--- config.mk ---
export PLATFORM = sky130hd
export DESIGN_NAME = recursive_lock_fifo_handoff
export DESIGN_NICKNAME = d
export VERILOG_FILES = /design/src/rtl/rlfh_pkg.sv /design/src/rtl/rlfh_core.sv /design/src/rtl/recursive_lock_fifo_handoff.sv
export SDC_FILE = /design/constraint.sdc
export NUM_CORES = 1
export LEC_CHECK = 0
export ABC_AREA = 1
export BUFFER_PORTS_ARGS = -buffer_cell sky130_fd_sc_hd__clkbuf_2
export CORE_ASPECT_RATIO = 0.7
export CORE_UTILIZATION = 45
export DETAILED_ROUTE_END_ITERATION = 16
export GPL_TIMING_DRIVEN = 0
export HOLD_SLACK_MARGIN = 0.08
export RECOVER_POWER = 100
export SLEW_MARGIN = 20
export SYNTH_ARGS = -nofsm -noshare
export SYNTH_HDL_FRONTEND = slang
export SYNTH_SLANG_ARGS = --single-unit
--- constraint.sdc ---
create_clock -name aclk -period 7.6 [get_ports aclk]
set_input_delay 0.38 -clock aclk [delete_from_list [all_inputs] [get_ports aclk]]
set_output_delay 0.38 -clock aclk [all_outputs]
set_load 0.01 [all_outputs]
--- src/rtl/rlfh_pkg.sv ---
// shared constants, status and command codes, and result type for the recursive lock
package rlfh_pkg;

    localparam int WAITER_DEPTH = 16;
    localparam int ID_BITS      = 8;
    localparam int COUNT_BITS   = 16;

    localparam int PTR_BITS  = (WAITER_DEPTH > 1) ? $clog2(WAITER_DEPTH) : 1;
    localparam int FILL_BITS = $clog2(WAITER_DEPTH + 1);

    localparam int CMD_W    = 2;
    localparam int REQ_W    = 8;
    localparam int STATUS_W = 3;

    localparam logic [CMD_W-1:0] CMD_TRYLOCK = 2'd0;
    localparam logic [CMD_W-1:0] CMD_LOCK    = 2'd1;
    localparam logic [CMD_W-1:0] CMD_UNLOCK  = 2'd2;

    localparam logic [STATUS_W-1:0] ST_OK        = 3'd0;
    localparam logic [STATUS_W-1:0] ST_BUSY      = 3'd1;
    localparam logic [STATUS_W-1:0] ST_NOT_OWNER = 3'd2;
    localparam logic [STATUS_W-1:0] ST_FULL      = 3'd3;
    localparam logic [STATUS_W-1:0] ST_SAT       = 3'd4;

    typedef logic [ID_BITS-1:0]    id_t;
    typedef logic [COUNT_BITS-1:0] count_t;
    typedef logic [PTR_BITS-1:0]   ptr_t;
    typedef logic [FILL_BITS-1:0]  fill_t;

    typedef struct packed {
        logic                granted;
        logic                queued;
        logic                handoff_valid;
        id_t                 handoff_to;
        logic                now_free;
        logic [STATUS_W-1:0] status;
    } rlfh_result_t;

endpackage

--- src/rtl/rlfh_core.sv ---
// lock state, waiter queue and per-request decision logic
module rlfh_core
    import rlfh_pkg::*;
(
    input  logic               aclk,
    input  logic               aresetn,
    input  logic               step,
    input  logic [CMD_W-1:0]   cmd,
    input  id_t                req,
    output rlfh_result_t       result
);

    localparam ptr_t   LAST_POS  = PTR_BITS'(WAITER_DEPTH - 1);
    localparam fill_t  FULL_FILL = FILL_BITS'(WAITER_DEPTH);
    localparam count_t COUNT_MAX = '1;

    logic   owner_valid_reg, owner_valid_next;
    id_t    owner_id_reg, owner_id_next;
    count_t hold_count_reg, hold_count_next;
    ptr_t   head_reg, head_next;
    ptr_t   tail_reg, tail_next;
    fill_t  fill_reg, fill_next;
    id_t    waiter_reg [WAITER_DEPTH];
    logic   push;
    id_t    head_id;
    logic   mine;
    logic   other;

    assign mine    = owner_valid_reg && (owner_id_reg == req);
    assign other   = owner_valid_reg && (owner_id_reg != req);
    assign head_id = waiter_reg[head_reg];

    always_comb begin
        owner_valid_next = owner_valid_reg;
        owner_id_next    = owner_id_reg;
        hold_count_next  = hold_count_reg;
        head_next        = head_reg;
        tail_next        = tail_reg;
        fill_next        = fill_reg;
        push             = 1'b0;
        result           = '0;
        result.status    = ST_OK;

        case (cmd)
            CMD_TRYLOCK, CMD_LOCK: begin
                if (other) begin
                    if (cmd == CMD_TRYLOCK) begin
                        result.status = ST_BUSY;
                    end else if (fill_reg == FULL_FILL) begin
                        result.status = ST_FULL;
                    end else begin
                        push          = 1'b1;
                        tail_next     = (tail_reg == LAST_POS) ? '0 : tail_reg + 1'b1;
                        fill_next     = fill_reg + 1'b1;
                        result.queued = 1'b1;
                    end
                end else if (mine && hold_count_reg == COUNT_MAX) begin
                    result.status = ST_SAT;
                end else begin
                    // a free lock starts counting from one
                    owner_valid_next = 1'b1;
                    owner_id_next    = req;
                    hold_count_next  = owner_valid_reg ? hold_count_reg + 1'b1
                                                       : COUNT_BITS'(1);
                    result.granted   = 1'b1;
                end
            end
            CMD_UNLOCK: begin
                if (!mine) begin
                    result.status = ST_NOT_OWNER;
                end else if (hold_count_reg > COUNT_BITS'(1)) begin
                    hold_count_next = hold_count_reg - 1'b1;
                end else if (fill_reg != '0) begin
                    // last release hands the lock to the oldest waiter
                    owner_id_next        = head_id;
                    head_next            = (head_reg == LAST_POS) ? '0 : head_reg + 1'b1;
                    fill_next            = fill_reg - 1'b1;
                    hold_count_next      = COUNT_BITS'(1);
                    result.handoff_valid = 1'b1;
                    result.handoff_to    = head_id;
                end else begin
                    owner_valid_next = 1'b0;
                    owner_id_next    = '0;
                    hold_count_next  = '0;
                end
            end
            default: begin
            end
        endcase

        result.now_free = !owner_valid_next;
    end

    always_ff @(posedge aclk) begin
        if (!aresetn) begin
            owner_valid_reg <= 1'b0;
            owner_id_reg    <= '0;
            hold_count_reg  <= '0;
            head_reg        <= '0;
            tail_reg        <= '0;
            fill_reg        <= '0;
        end else if (step) begin
            owner_valid_reg <= owner_valid_next;
            owner_id_reg    <= owner_id_next;
            hold_count_reg  <= hold_count_next;
            head_reg        <= head_next;
            tail_reg        <= tail_next;
            fill_reg        <= fill_next;
        end
    end

    always_ff @(posedge aclk) begin
        if (step && push) begin
            waiter_reg[tail_reg] <= req;
        end
    end

endmodule

--- src/rtl/recursive_lock_fifo_handoff.sv ---
// top level: request input register, lock core and result register
// a request passes the input register and the lock core into the result register
// throughput: one request per cycle unless stalled; the owner, count and queue
// update in one pass; both registers stall together only while m_ready is low
// reset: synchronous active-low aresetn frees the lock and empties the queue
// waiter entries are not cleared; only written entries are ever read
module recursive_lock_fifo_handoff
    import rlfh_pkg::*;
(
    input  logic                aclk,
    input  logic                aresetn,
    input  logic                s_valid,
    output logic                s_ready,
    input  logic [CMD_W-1:0]    s_cmd,
    input  logic [REQ_W-1:0]    s_requester,
    output logic                m_valid,
    input  logic                m_ready,
    output logic                m_granted,
    output logic                m_queued,
    output logic                m_handoff_valid,
    output logic [REQ_W-1:0]    m_handoff_to,
    output logic                m_now_free,
    output logic [STATUS_W-1:0] m_status
);

    logic             in_valid_reg;
    logic [CMD_W-1:0] cmd_reg;
    id_t              req_reg;
    logic             m_valid_reg;
    rlfh_result_t     res_reg;
    rlfh_result_t     core_res;
    logic             advance;

    // item moves to the result register when that register is free or being drained
    assign advance = in_valid_reg && (!m_valid_reg || m_ready);
    assign s_ready = !in_valid_reg || advance;

    always_ff @(posedge aclk) begin
        if (!aresetn) begin
            in_valid_reg <= 1'b0;
        end else if (s_ready) begin
            in_valid_reg <= s_valid;
        end
    end

    always_ff @(posedge aclk) begin
        if (s_valid && s_ready) begin
            cmd_reg <= s_cmd;
            req_reg <= ID_BITS'(s_requester);
        end
    end

    rlfh_core u_core (
        .aclk    (aclk),
        .aresetn (aresetn),
        .step    (advance),
        .cmd     (cmd_reg),
        .req     (req_reg),
        .result  (core_res)
    );

    always_ff @(posedge aclk) begin
        if (!aresetn) begin
            m_valid_reg <= 1'b0;
        end else if (advance) begin
            m_valid_reg <= 1'b1;
        end else if (m_ready) begin
            m_valid_reg <= 1'b0;
        end
    end

    always_ff @(posedge aclk) begin
        if (advance) begin
            res_reg <= core_res;
        end
    end

    assign m_valid         = m_valid_reg;
    assign m_granted       = res_reg.granted;
    assign m_queued        = res_reg.queued;
    assign m_handoff_valid = res_reg.handoff_valid;
    assign m_handoff_to    = REQ_W'(res_reg.handoff_to);
    assign m_now_free      = res_reg.now_free;
    assign m_status        = res_reg.status;

    a_handoff_owned: assert property (@(posedge aclk) disable iff (!aresetn)
        m_valid && m_handoff_valid |-> !m_now_free && !m_granted && !m_queued)
        else $error("handoff result shows a free lock or a grant");

    a_grant_owned: assert property (@(posedge aclk) disable iff (!aresetn)
        m_valid && m_granted |-> !m_now_free && m_status == ST_OK)
        else $error("grant result inconsistent");

    a_error_no_change: assert property (@(posedge aclk) disable iff (!aresetn)
        m_valid && m_status != ST_OK |-> !m_granted && !m_queued && !m_handoff_valid)
        else $error("error status together with a state change");

    a_stall_only_blocked: assert property (@(posedge aclk) disable iff (!aresetn)
        !s_ready |-> in_valid_reg && m_valid_reg && !m_ready)
        else $error("input stalled while the pipeline could move");

endmodule
After elaboration in Yosys (flattened, before gate mapping)
Memories as Yosys holds them, arrays and structs flattened. A register that Yosys moved wholly into a read port is not among the register bits.
Cells that the tools add are included.
- output and inout port bits: 17
- bits in writable memories: 128
- input bits: 14
- bits in registers: 65
- memories kept: 1
- logic and storage cells: 117
- memories (name ; depth ; bits a word ; rd ports ; clocked after Yosys merged registers in ; write ports ; line ; RTL):
    u_core.waiter_reg ; 16 ; 8 ; 1 ; 1 ; 1 ; rlfh_core.sv:23 ; id_t waiter_reg [WAITER_DEPTH];
- bitwise operators: 7
- equality and inequality tests: 16
- reduce and logical (&&, ||, !) cells: 24
- add/subtract/negate cells: 6
- mux-type cells: 46
- $lt $le $gt $ge: 1
- operator list (cell ; number):
    $mux 16 ; 5
    $mux 8 ; 5
    $pmux 16 s2 ; 1
    $mux 5 ; 6
    $add 16x1->16 const B ; 1
    $eq 16x16->1 const B ; 1
    $gt 16x1->1 const B ; 1
    $mux 4 ; 4
    $pmux 8 s2 ; 1
    $sub 16x1->16 const B ; 1
    $mux 1 ; 15
    $reduce_and 5->1 ; 3
    $ne 2x2->1 const B ; 5
    $pmux 5 s2 ; 1
    $mux 3 ; 3
    $mux 9 ; 1
    $add 4x1->4 const B ; 2
    $eq 4x4->1 const B ; 2
    $eq 8x8->1 ; 1
    $ne 8x8->1 ; 1
    $reduce_and 8->1 ; 1
    $not 1->1 ; 7
    $logic_and 1x1->1 ; 6
    $ne 2x1->1 const B ; 3
    17 further kinds ; 23

Depth between registers and ports, before layout
Gate-level depths: netlist of run 1.
- depth after elaboration: 8
- depth in mapped cells: 14

Hierarchy
Synthesis of run 1 repeated with hierarchy kept, for this count alone.
- cell total of the unflattened synthesis: 1003
- area, all modules: 9370.2 sq um
- modules (own cells, without submodules) (module ; cells an instance ; instances ; area each (sq um) ; seq. area each (sq um)):
    rlfh_core ; 965 ; 1 ; 8524.4 ; 4684.5
    recursive_lock_fifo_handoff ; 38 ; 1 ; 845.8 ; 790.8

Least setup slack after synthesis of run 1
No wires, ideal clock.
- path kind: input port to flip-flop
- start: input port m_ready
- end: memory u_core.waiter_reg[0][0] (netlist bit), enable pin
- slack: 5.079 ns
- required time: 7.230 ns
- data arrival time: 2.151 ns
- cell stages on the path: 6
- path through: inv_1 a21oi_2 inv_1 nor3_2 nand2_1 nor2_1
- cells in the longest elaborated chain, start to end: 5
- RTL lines (what ; line ; RTL):
    start, declared ; recursive_lock_fifo_handoff.sv:17 ; input logic m_ready,
    $logic_or 1x1->1 ; recursive_lock_fifo_handoff.sv:35 ; assign advance = in_valid_reg && (!m_valid_reg || m_ready);
    $logic_and 1x1->1 ; recursive_lock_fifo_handoff.sv:35 ;
    via advance ; recursive_lock_fifo_handoff.sv:32 ; logic advance;
    $logic_and 1x1->1 ; rlfh_core.sv:113 ; if (step && push) begin
    $mux 1 ; rlfh_core.sv:113 ;
    $mux 1 (implied by the code) ; rlfh_core.sv:114 ; waiter_reg[tail_reg] <= req;
    end, declared ; rlfh_core.sv:23 ;
The timed path passes the listed nets, and every way through them passes these cells.

Worst setup path in the final report of run 1
- start: register in_valid_reg
- end: memory u_core.waiter_reg[8][3] (netlist bit), enable pin
- cells in the longest elaborated chain, start to end: 4
- RTL lines (what ; line ; RTL):
    start, declared ; recursive_lock_fifo_handoff.sv:26 ; logic in_valid_reg;
    start signal, assigned ; recursive_lock_fifo_handoff.sv:42 ; in_valid_reg <= s_valid;
    $logic_and 1x1->1 ; recursive_lock_fifo_handoff.sv:35 ;
    via advance ; recursive_lock_fifo_handoff.sv:32 ;
    $logic_and 1x1->1 ; rlfh_core.sv:113 ;
    $mux 1 ; rlfh_core.sv:113 ;
    $mux 1 (implied by the code) ; rlfh_core.sv:114 ;
The timed path passes the listed nets, and every way through them passes these cells.

==> results of run 1 <==
[cells in the mapped netlist, drive strengths merged]
library cell	count
o22ai	5
nand4	8
fa	1
ha	11
nor4	2
xor2	13
buf	21
o211ai	16
o21ai	51
nand2	272
a21oi	43
dfxtp	44
inv	91
clkbuf	22
nor3	8
a31oi	2
edfxtp	153
xnor2	5
nand3	80
nor2	197
clkinv	5
o31ai	1
a21boi	1
or2	2
[final timing paths]
path | depth (start not counted) | to | slack, ns | start
max | 6 | u_core.waiter_reg[8][3] | 2.95 | in_valid_reg
min | 1 | req_reg[1] | 0.11 | s_requester[1]
max reg2reg | 6 | u_core.waiter_reg[8][3] | 2.95 | in_valid_reg
min reg2reg | 2 | m_valid | 0.47 | in_valid_reg
[worst reg2reg max path: stages (launching register included)]
cell,delay [ns]
dfxtp_1,0.33
inv_1,0.05
a21oi_1,1.56
inv_1,0.22
nor3_1,0.91
nand2_1,0.43
nor2_1,0.79
[cell type report]
class | count | area (um^2)
sequential | 197 | 5480
buffer | 43 | 184
inverter | 96 | 360
clock inverter | 14 | 126
clock buffer | 18 | 429
multi-input combinational | 718 | 3280
tap | 270 | 338
fill | 1884 | 9740
timing repair buffer | 30 | 129
[where the power goes]
| group | leakage [nW] | internal, mW | switching [mW] | total, mW |
|---|---|---|---|---|
| clock | 0.268 | 0.455 | 0.412 | 0.866 |
| combinational | 1.88 | 0.0571 | 0.118 | 0.175 |
| sequential | 1.75 | 1.18 | 0.0273 | 1.21 |
| total | 3.89 | 1.69 | 0.557 | 2.25 |
[cells by family (layout without fill, tap and decap cells)]
family | Yosys count | after routing | synth area share
XOR/XNOR | 18 | 18 | 0.0169
AND/OR/NAND/NOR | 569 | 569 | 0.250
adder cells (fa/ha/maj) | 12 | 12 | 0.0169
flip-flops | 197 | 197 | 0.586
buffers and inverters | 139 | 201 | 0.0600
AO/OA/AOI/OAI | 119 | 119 | 0.0703
[routing by layer]
layer | track usage | up-vias
li1 | - | 3570
met1 | 0.400 | 3373
met2 | 0.297 | 290
met3 | 0.0843 | 21
met4 | 0.0630 | 0
met5 | 0 | -
[metrics by stage]
step / total power, mW / instance area, um^2 / worst slack (ns) / std cells
2_1_floorplan: 1.35 / 9350 / 5.08 / 1054
3_3_place_gp: 1.40 / 9830 / 3.87 / 1354
3_5_place_dp: 1.41 / 9840 / 3.96 / 1354
4_1_cts: 2.26 / 10400 / 3.95 / 1386
5_1_grt: 2.33 / 10300 / 2.56 / 1386
6_report: 2.25 / 10300 / 2.95 / 1386
==> results_dict.tcl, run 1 <==
set metrics [dict create \
    dp_hpwl_um 17800 \
    gp_congestion 0.977 \
    slowest_delay_ns 1.56 \
    drive_gt1_frac 0.0636 \
    setup.worst_path.end_class "flip-flop" \
    hold_ws_ns 0.107 \
    drv_slew 20 \
    grt_antenna_before_repair 0 \
    crit_top_cell "inv_1" \
    critPathRequiredTime_ns 7.67 \
    avgSynthCellArea_um2 8.87 \
    power.leakage_nw 3.89 \
    die_w_um 174 \
    final_cell_mix "nand2_1, nor2_1, edfxtp_1" \
    final.setup.tns_ns 0 \
    worstSetupStartpointType "flip-flop" \
    top_layer "met4" \
    grt_use_total 0.246 \
    wl_met1_um 13000 \
    hold_viol 0 \
    synth_seq_cells 197 \
    violations "capacitance limit, slew limit" \
    power_density_mw_per_mm2 218 \
    ant_nets 0 \
    wire_per_inst_um 18.1 \
    crit_fanout 19 \
    numCtsBuffers 17 \
    layout_commonest_cell "nand2_1" \
    vdd_drop_max_uv 154 \
    largest_register_ffs 128 \
    fmax_mhz 215 \
    io_buffers 30 \
    wl_met3_um 2720 \
    start_util 0.466 \
    grt_max_degree 20 \
    viasPerCell 5.23 \
    die-area_mm2 0.0214 \
    cts_root_buf "clkbuf_16" \
    worstSkewPairLatency_ns 0.45 \
    slew_headroom -0.408 \
    crit_arrival_ns 4.73 \
    crit_buf_inv 2 \
    grt_pass1_vias 6261 \
    drtPass1Iterations 5 \
    netlist_top_cells_area "edfxtp_1, nand2_1, dfxtp_1, nor2_1, nand3_1" \
    clkSinkCount 197 \
    synth_nets 1080 \
    num_rows 43 \
    wl_met2_um 9050 \
    crit_family "simple AND/OR/NAND/NOR gates" \
    synth_top_cell_by_area "edfxtp_1" \
    cap_violations 1 \
    grt_pass1_wl_um 37900 \
    globalRouteOverflowTotal 0 \
    num_vias 7254 \
    cts_resized 0 \
    hold_class "primary input to flip-flop" \
    synth_cell_type_count 36 \
    finClkSkew_ns 0.0111 \
    htreeDepth 4 \
    run_status "finished with violations" \
    cts_tree "done" \
    crit_chain "inv_1 > a21oi_1 > inv_1 > nor3_1 > nand2_1 > nor2_1" \
    ios 31 \
    cp_slowest_cell "a21oi_1" \
    cts_hold_buf 0 \
    dieHeight_um 123 \
    core_mm2 0.0201 \
    final_nets 1129 \
    setup_viol 0 \
    n_antenna_cell 0 \
    drtIter0Drc 821 \
    cts_setup_buffers 0 \
    rsz0062_at_grt "false" \
    critical_path_class "flip-flop to flip-flop" \
    clock_path_buffers 2 \
    ys_seq_area_frac 0.586 \
    drc 0 \
    syn2layout_area_growth_pct 10.5 \
    cts.clk_slew.worst_paths_ns 0.07 \
    period_minus_slack_ns 4.65 \
    yosysTopAreaCellShare 0.492 \
    tightest_slew_ns 2.11 \
    ys.warnings.count 0 \
    syn_area_mm2 0.00935 \
    routed_wl_um 25100 \
    synthCells 1054 \
    min_period_over_period 0.612 \
    utilization 0.514 \
]
Power figures use the tool's default switching activity.
==> inputs of run 2 (changes only) <==
--- a/config.mk
+++ b/config.mk
@@ -5,7 +5,7 @@
 export SDC_FILE = /design/constraint.sdc
 export NUM_CORES = 1
 export LEC_CHECK = 0
-export ABC_AREA = 1
+export ABC_AREA = 0
 export BUFFER_PORTS_ARGS = -buffer_cell sky130_fd_sc_hd__clkbuf_2
 export CORE_ASPECT_RATIO = 0.7
 export CORE_UTILIZATION = 45
==> constraint.sdc (replaced) <==
create_clock -name aclk -period 4.8 [get_ports aclk]
set_input_delay 0.24 -clock aclk [delete_from_list [all_inputs] [get_ports aclk]]
set_output_delay 0.24 -clock aclk [all_outputs]
set_load 0.01 [all_outputs]
==> results_dict.tcl, run 2 <==
set metrics [dict create \
    yosysTopAreaCellShare 0.525 \
    io_buffers 30 \
    synth_cell_type_count 73 \
    period_minus_slack_ns 3.82 \
    final_nets 696 \
    dieHeight_um 119 \
    synthArstFlopShare 0 \
    hold_class "primary input to flip-flop" \
    ios 31 \
    critPathRequiredTime_ns 5.11 \
    final_area_mm2 0.00988 \
    run_status "complete, no violations" \
    worstSkewPairLatency_ns 0.44 \
    drtPass1Iterations 5 \
    layout_commonest_cell "edfxtp_1" \
    core_mm2 0.0190 \
    drive_gt1_frac 0.154 \
    ys.flop_type "edfxtp_1" \
    synth_common_cells "edfxtp_1, dfxtp_1, nor2_1" \
    utilization 0.521 \
    drtIter0Drc 691 \
    dpl_cell_area_mm2 0.00925 \
    worstReg2RegStart "req_reg[6]" \
    netlist_top_cells_area "edfxtp_1, mux4_2, dfxtp_1, a21oi_1, nor2_1" \
    synth_most_common_cell "edfxtp_1" \
    vdd_drop_max_uv 246 \
    slew_headroom 0.0484 \
    tightest_slew_ns 1.42 \
    grt-busiest-layer "met1" \
    crit_arrival_ns 4.13 \
    power.leakage_nw 3.17 \
    critical_path_class "flip-flop to flip-flop" \
    worstSetupStartpointType "flip-flop" \
    synth_seq_cells 197 \
    wire_per_inst_um 22.6 \
    routed_wl_um 21400 \
    rsz0062_at_grt "false" \
    gp_congestion 0.929 \
    setup_ws_ns 0.985 \
    power_mw 3.54 \
    largest_register_ffs 128 \
    numPlacedInstances 904 \
    grt_use_total 0.226 \
    hp-start "m_ready" \
    numCtsBuffers 17 \
    synthCells 610 \
    dpl_worst_slack_ns 1.53 \
    synth_nets 636 \
    drc 0 \
    htreeDepth 4 \
    use_met1 0.359 \
    final.setup.tns_ns 0 \
    setup_viol 0 \
    cts_tree "done" \
    final_cell_mix "edfxtp_1, clkbuf_1, nor2_1, dfxtp_1, mux4_2" \
    use_met2 0.301 \
    grtUsageMet3 0.0676 \
    setup.worst_path.end_class "flip-flop" \
    grt_pass1_wl_um 32900 \
    globalRouteOverflowTotal 0 \
    cts.clk_slew.worst_paths_ns 0.07 \
    cts_root_buf "clkbuf_16" \
    die_w_um 169 \
    ys_seq_area_frac 0.626 \
    fillCellCount 1593 \
    avgSynthCellArea_um2 14.3 \
    grt_max_degree 20 \
    fmax_mhz 262 \
    start_util 0.461 \
    ant_nets 0 \
    cts_setup_buffers 0 \
    drv_slew 0 \
    crit_fanout 18 \
    clkSinkCount 197 \
    dp_hpwl_um 14900 \
    hold_ws_ns 0.112 \
    syn_area_mm2 0.00875 \
    num_rows 42 \
    num_vias 5700 \
    clock_path_buffers 2 \
    grt_pass1_vias 5529 \
    synth_top_cell_by_area "edfxtp_1" \
    fin_cells 947 \
    viasPerCell 6.02 \
    die-area_mm2 0.0200 \
    syn2layout_area_growth_pct 12.9 \
    n_antenna_cell 0 \
    cts_resized 0 \
    hold_viol 0 \
    grt_antenna_before_repair 0 \
    power_density_mw_per_mm2 359 \
    ys.warnings.count 0 \
    min_period_over_period 0.795 \
    cts_hold_buf 11 \
    critPathLaunch "req_reg[6]" \
    cap_violations 0 \
    synth-edff-count 153 \
    finClkSkew_ns 0.0114 \
]
## run 2: power breakdown
part	internal, mW	total, mW	switching, mW
clock	0.796	1.49	0.692
combinational	0.0555	0.171	0.116
sequential	1.85	1.89	0.0321
total	2.70	3.54	0.840
## run 2: cell families (layout without fill, tap and decap cells)
family                   after synthesis  count (layout)  share of synthesized area
AO/OA/AOI/OAI                        127             127                      0.104
flip-flops                           197             197                      0.626
adder cells (fa/ha/maj)               12              12                     0.0180
multiplexers                          42              42                      0.105
XOR/XNOR                              15              15                     0.0150
AND/OR/NAND/NOR                      168             168                      0.107
buffers and inverters                 49             122                     0.0256
## run 2: per-layer routing
layer	part of all wire	routed length, um
met1	0.49	10400
met5	0	0
met2	0.42	8900
met3	0.090	1930
met4	0.0079	169
## run 2: worst max-delay path: stages, from the launching register on
cell and delay (ns):
edfxtp_1 0.83, xor2_1 0.22, nor4_4 0.54, nand3_1 0.36, nor4_1 1.08, a41oi_1 0.24
a311oi_1 0.40
## run 2: worst paths after layout
path / endpoint / slack, ns / depth (start not counted)
setup / recovery: u_core.head_reg[3] / 0.98 / 6
hold / removal: m_valid / 0.11 / 4
hold reg to reg: u_core.fill_reg[3] / 0.51 / 2
setup reg to reg: u_core.head_reg[3] / 0.98 / 6
## run 2: cell type report
| class | count | area (um^2) | share of cell area |
|---|---|---|---|
| well taps | 264 | 330 | 0.0334 |
| inverters | 13 | 48.8 | 0.00494 |
| multi-input cells | 364 | 3020 | 0.305 |
| clock buffers | 18 | 429 | 0.0434 |
| plain buffers | 36 | 163 | 0.0165 |
| clock inverters | 14 | 181 | 0.0184 |
| flip-flops and latches | 197 | 5480 | 0.554 |
| repair buffers | 41 | 236 | 0.0239 |
==> inputs of run 3 (changes only) <==
==> constraint.sdc (replaced) <==
create_clock -name aclk -period 3.87 [get_ports aclk]
set_input_delay 0.1935 -clock aclk [delete_from_list [all_inputs] [get_ports aclk]]
set_output_delay 0.1935 -clock aclk [all_outputs]
set_load 0.01 [all_outputs]
==> results_dict.tcl, run 3 (synthesis results as in run 2) <==
set metrics [dict create \
    clkSinkCount 197 \
    routed_wl_um 21500 \
    ant_nets 0 \
    crit_family "compound AO/OA/AOI/OAI gates" \
    hp-start "s_requester[6]" \
    drc 0 \
    critPathRequiredTime_ns 4.21 \
    drtPass1Iterations 5 \
    power.leakage_nw 3.20 \
    final.setup.tns_ns 0 \
    clock_path_buffers 2 \
    viasPerCell 6.04 \
    dpl_worst_slack_ns 0.602 \
    dpl_cell_area_mm2 0.00925 \
    dieHeight_um 119 \
    final_area_mm2 0.00992 \
    tightest_slew_ns 1.10 \
    whs_path_depth 2 \
    grt_pass1_wl_um 32900 \
    gp_congestion 0.929 \
    hold-path-endpoint "req_reg[6]" \
    drive_gt1_frac 0.164 \
    crit_top_cell "clkbuf_1" \
    cts.clk_slew.worst_paths_ns 0.08 \
    critical_path_class "flip-flop to flip-flop" \
    timing.rr.end "u_core.hold_count_reg[5]" \
    hold_class "primary input to flip-flop" \
    crit_chain "xor2_1 > nor4_4 > a21oi_1 > a211o_1 > clkbuf_1 > clkbuf_1 > o211ai_1 > o31ai_1" \
    cp_slowest_cell "edfxtp_1" \
    drv_slew 0 \
    fin_cells 949 \
    cap_violations 0 \
    regToRegSetupSlack_ns 0.40 \
    core_mm2 0.0190 \
    min_period_over_period 0.896 \
    drtIter0Drc 713 \
    power_density_mw_per_mm2 444 \
    critPathLaunch "req_reg[5]" \
    die_w_um 169 \
    grt_pass1_vias 5543 \
    finClkSkew_ns 0.0122 \
    cts_tree "done" \
    worstSetupStartpointType "flip-flop" \
    numPlacedInstances 904 \
    layout_commonest_cell "edfxtp_1" \
    numCtsBuffers 17 \
    worstRegToRegCells 8 \
    final_cell_mix "edfxtp_1, nor2_1, dfxtp_1" \
    worstReg2RegStart "req_reg[5]" \
    dp_hpwl_um 14900 \
    setup.worst_path.end_class "flip-flop" \
    num_vias 5730 \
    regArea_mm2 0.00548 \
    vdd_drop_max_uv 305 \
    period_minus_slack_ns 3.47 \
    wire_per_inst_um 22.7 \
    fillCellCount 1586 \
    grt_use_total 0.227 \
    setup_ws_ns 0.403 \
    num_rows 42 \
    cts_setup_buffers 0 \
    ios 31 \
    multi_input_area_mm2 0.00304 \
    slew_headroom 0.262 \
    run_status "complete, no violations" \
    final_nets 698 \
    crit_buf_inv 2 \
    n_antenna_cell 0 \
    grt_antenna_before_repair 0 \
    worstSkewPairLatency_ns 0.44 \
    io_buffers 30 \
    crit_fanout 18 \
    grt_max_degree 20 \
    largest_register_ffs 128 \
    syn2layout_area_growth_pct 13.4 \
    fmax_mhz 288 \
    slowest_delay_ns 0.80 \
    globalRouteOverflowTotal 0 \
    setup_viol 0 \
    htreeDepth 4 \
    die-area_mm2 0.0200 \
    rsz0062_at_grt "false" \
    start_util 0.461 \
    cts_root_buf "clkbuf_16" \
    crit_arrival_ns 3.81 \
    hold_viol 0 \
]
-- run 3: cell types whose count changed in the layout (fill, tap and decap cells not counted), sizes merged --
cell         change
buf              +1
clkbuf           -1
dlygate4sd3      +2
-- run 3: power by group --
part / total [mW] / switching [mW] / internal, mW
logic: 0.214 / 0.144 / 0.0704
clock network: 1.85 / 0.866 / 0.987
registers: 2.34 / 0.0398 / 2.30
total: 4.41 / 1.05 / 3.36
-- run 3: metrics by stage --
| stage | util | hold WS [ns] | total power, mW |
|---|---|---|---|
| 2_1_floorplan | - | 0.292 | 2.51 |
| 3_3_place_gp | 0.487 | 0.373 | 2.58 |
| 3_5_place_dp | 0.488 | 0.372 | 2.59 |
| 4_1_cts | 0.527 | 0.449 | 4.42 |
| 5_1_grt | 0.523 | 0.464 | 4.51 |
| 6_report | 0.523 | 0.465 | 4.41 |
-- run 3: timing repair --
action | in CTS | in global routing
gates resized for setup | 0 | 0
hold buffers | 13 | 0
setup endpoints to repair | 0 | 0
endpoints found under the hold margin | 13 | 0
-- run 3: area by class of cell --
type                            instances  area share
Inverter                               13     0.00492
Timing Repair Buffer                   43      0.0258
Sequential cell                       197       0.552
Buffer                                 36      0.0168
Clock buffer                           18      0.0432
Clock inverter                         14      0.0183
Tap cell                              264      0.0333
Multi-Input combinational cell        364       0.306
-- run 3: worst max-delay path by stage --
stage          depth (start not counted)                  endpoint  slack (ns)
2_1_floorplan                          5   u_core.waiter_reg[3][0]        1.26
6_report                               8  u_core.hold_count_reg[5]        0.40
4_1_cts                                5  u_core.waiter_reg[13][1]        0.51
3_5_place_dp                           5  u_core.waiter_reg[13][6]        0.60
5_1_grt                                6                 flip-flop        0.23
3_3_place_gp                           5   u_core.waiter_reg[3][5]        0.31
-- run 3: metal layers --
| layer | vias to the layer above | global-route usage | part of all wire | routed length [um] |
|---|---|---|---|---|
| met3 | 22 | 0.0676 | 0.097 | 2090 |
| met5 | - | 0 | 0 | 0 |
| met2 | 267 | 0.302 | 0.42 | 8940 |
| met4 | 0 | 0.0517 | 0.0094 | 202 |
| li1 | 2535 | - | - | - |
| met1 | 2906 | 0.359 | 0.48 | 10300 |
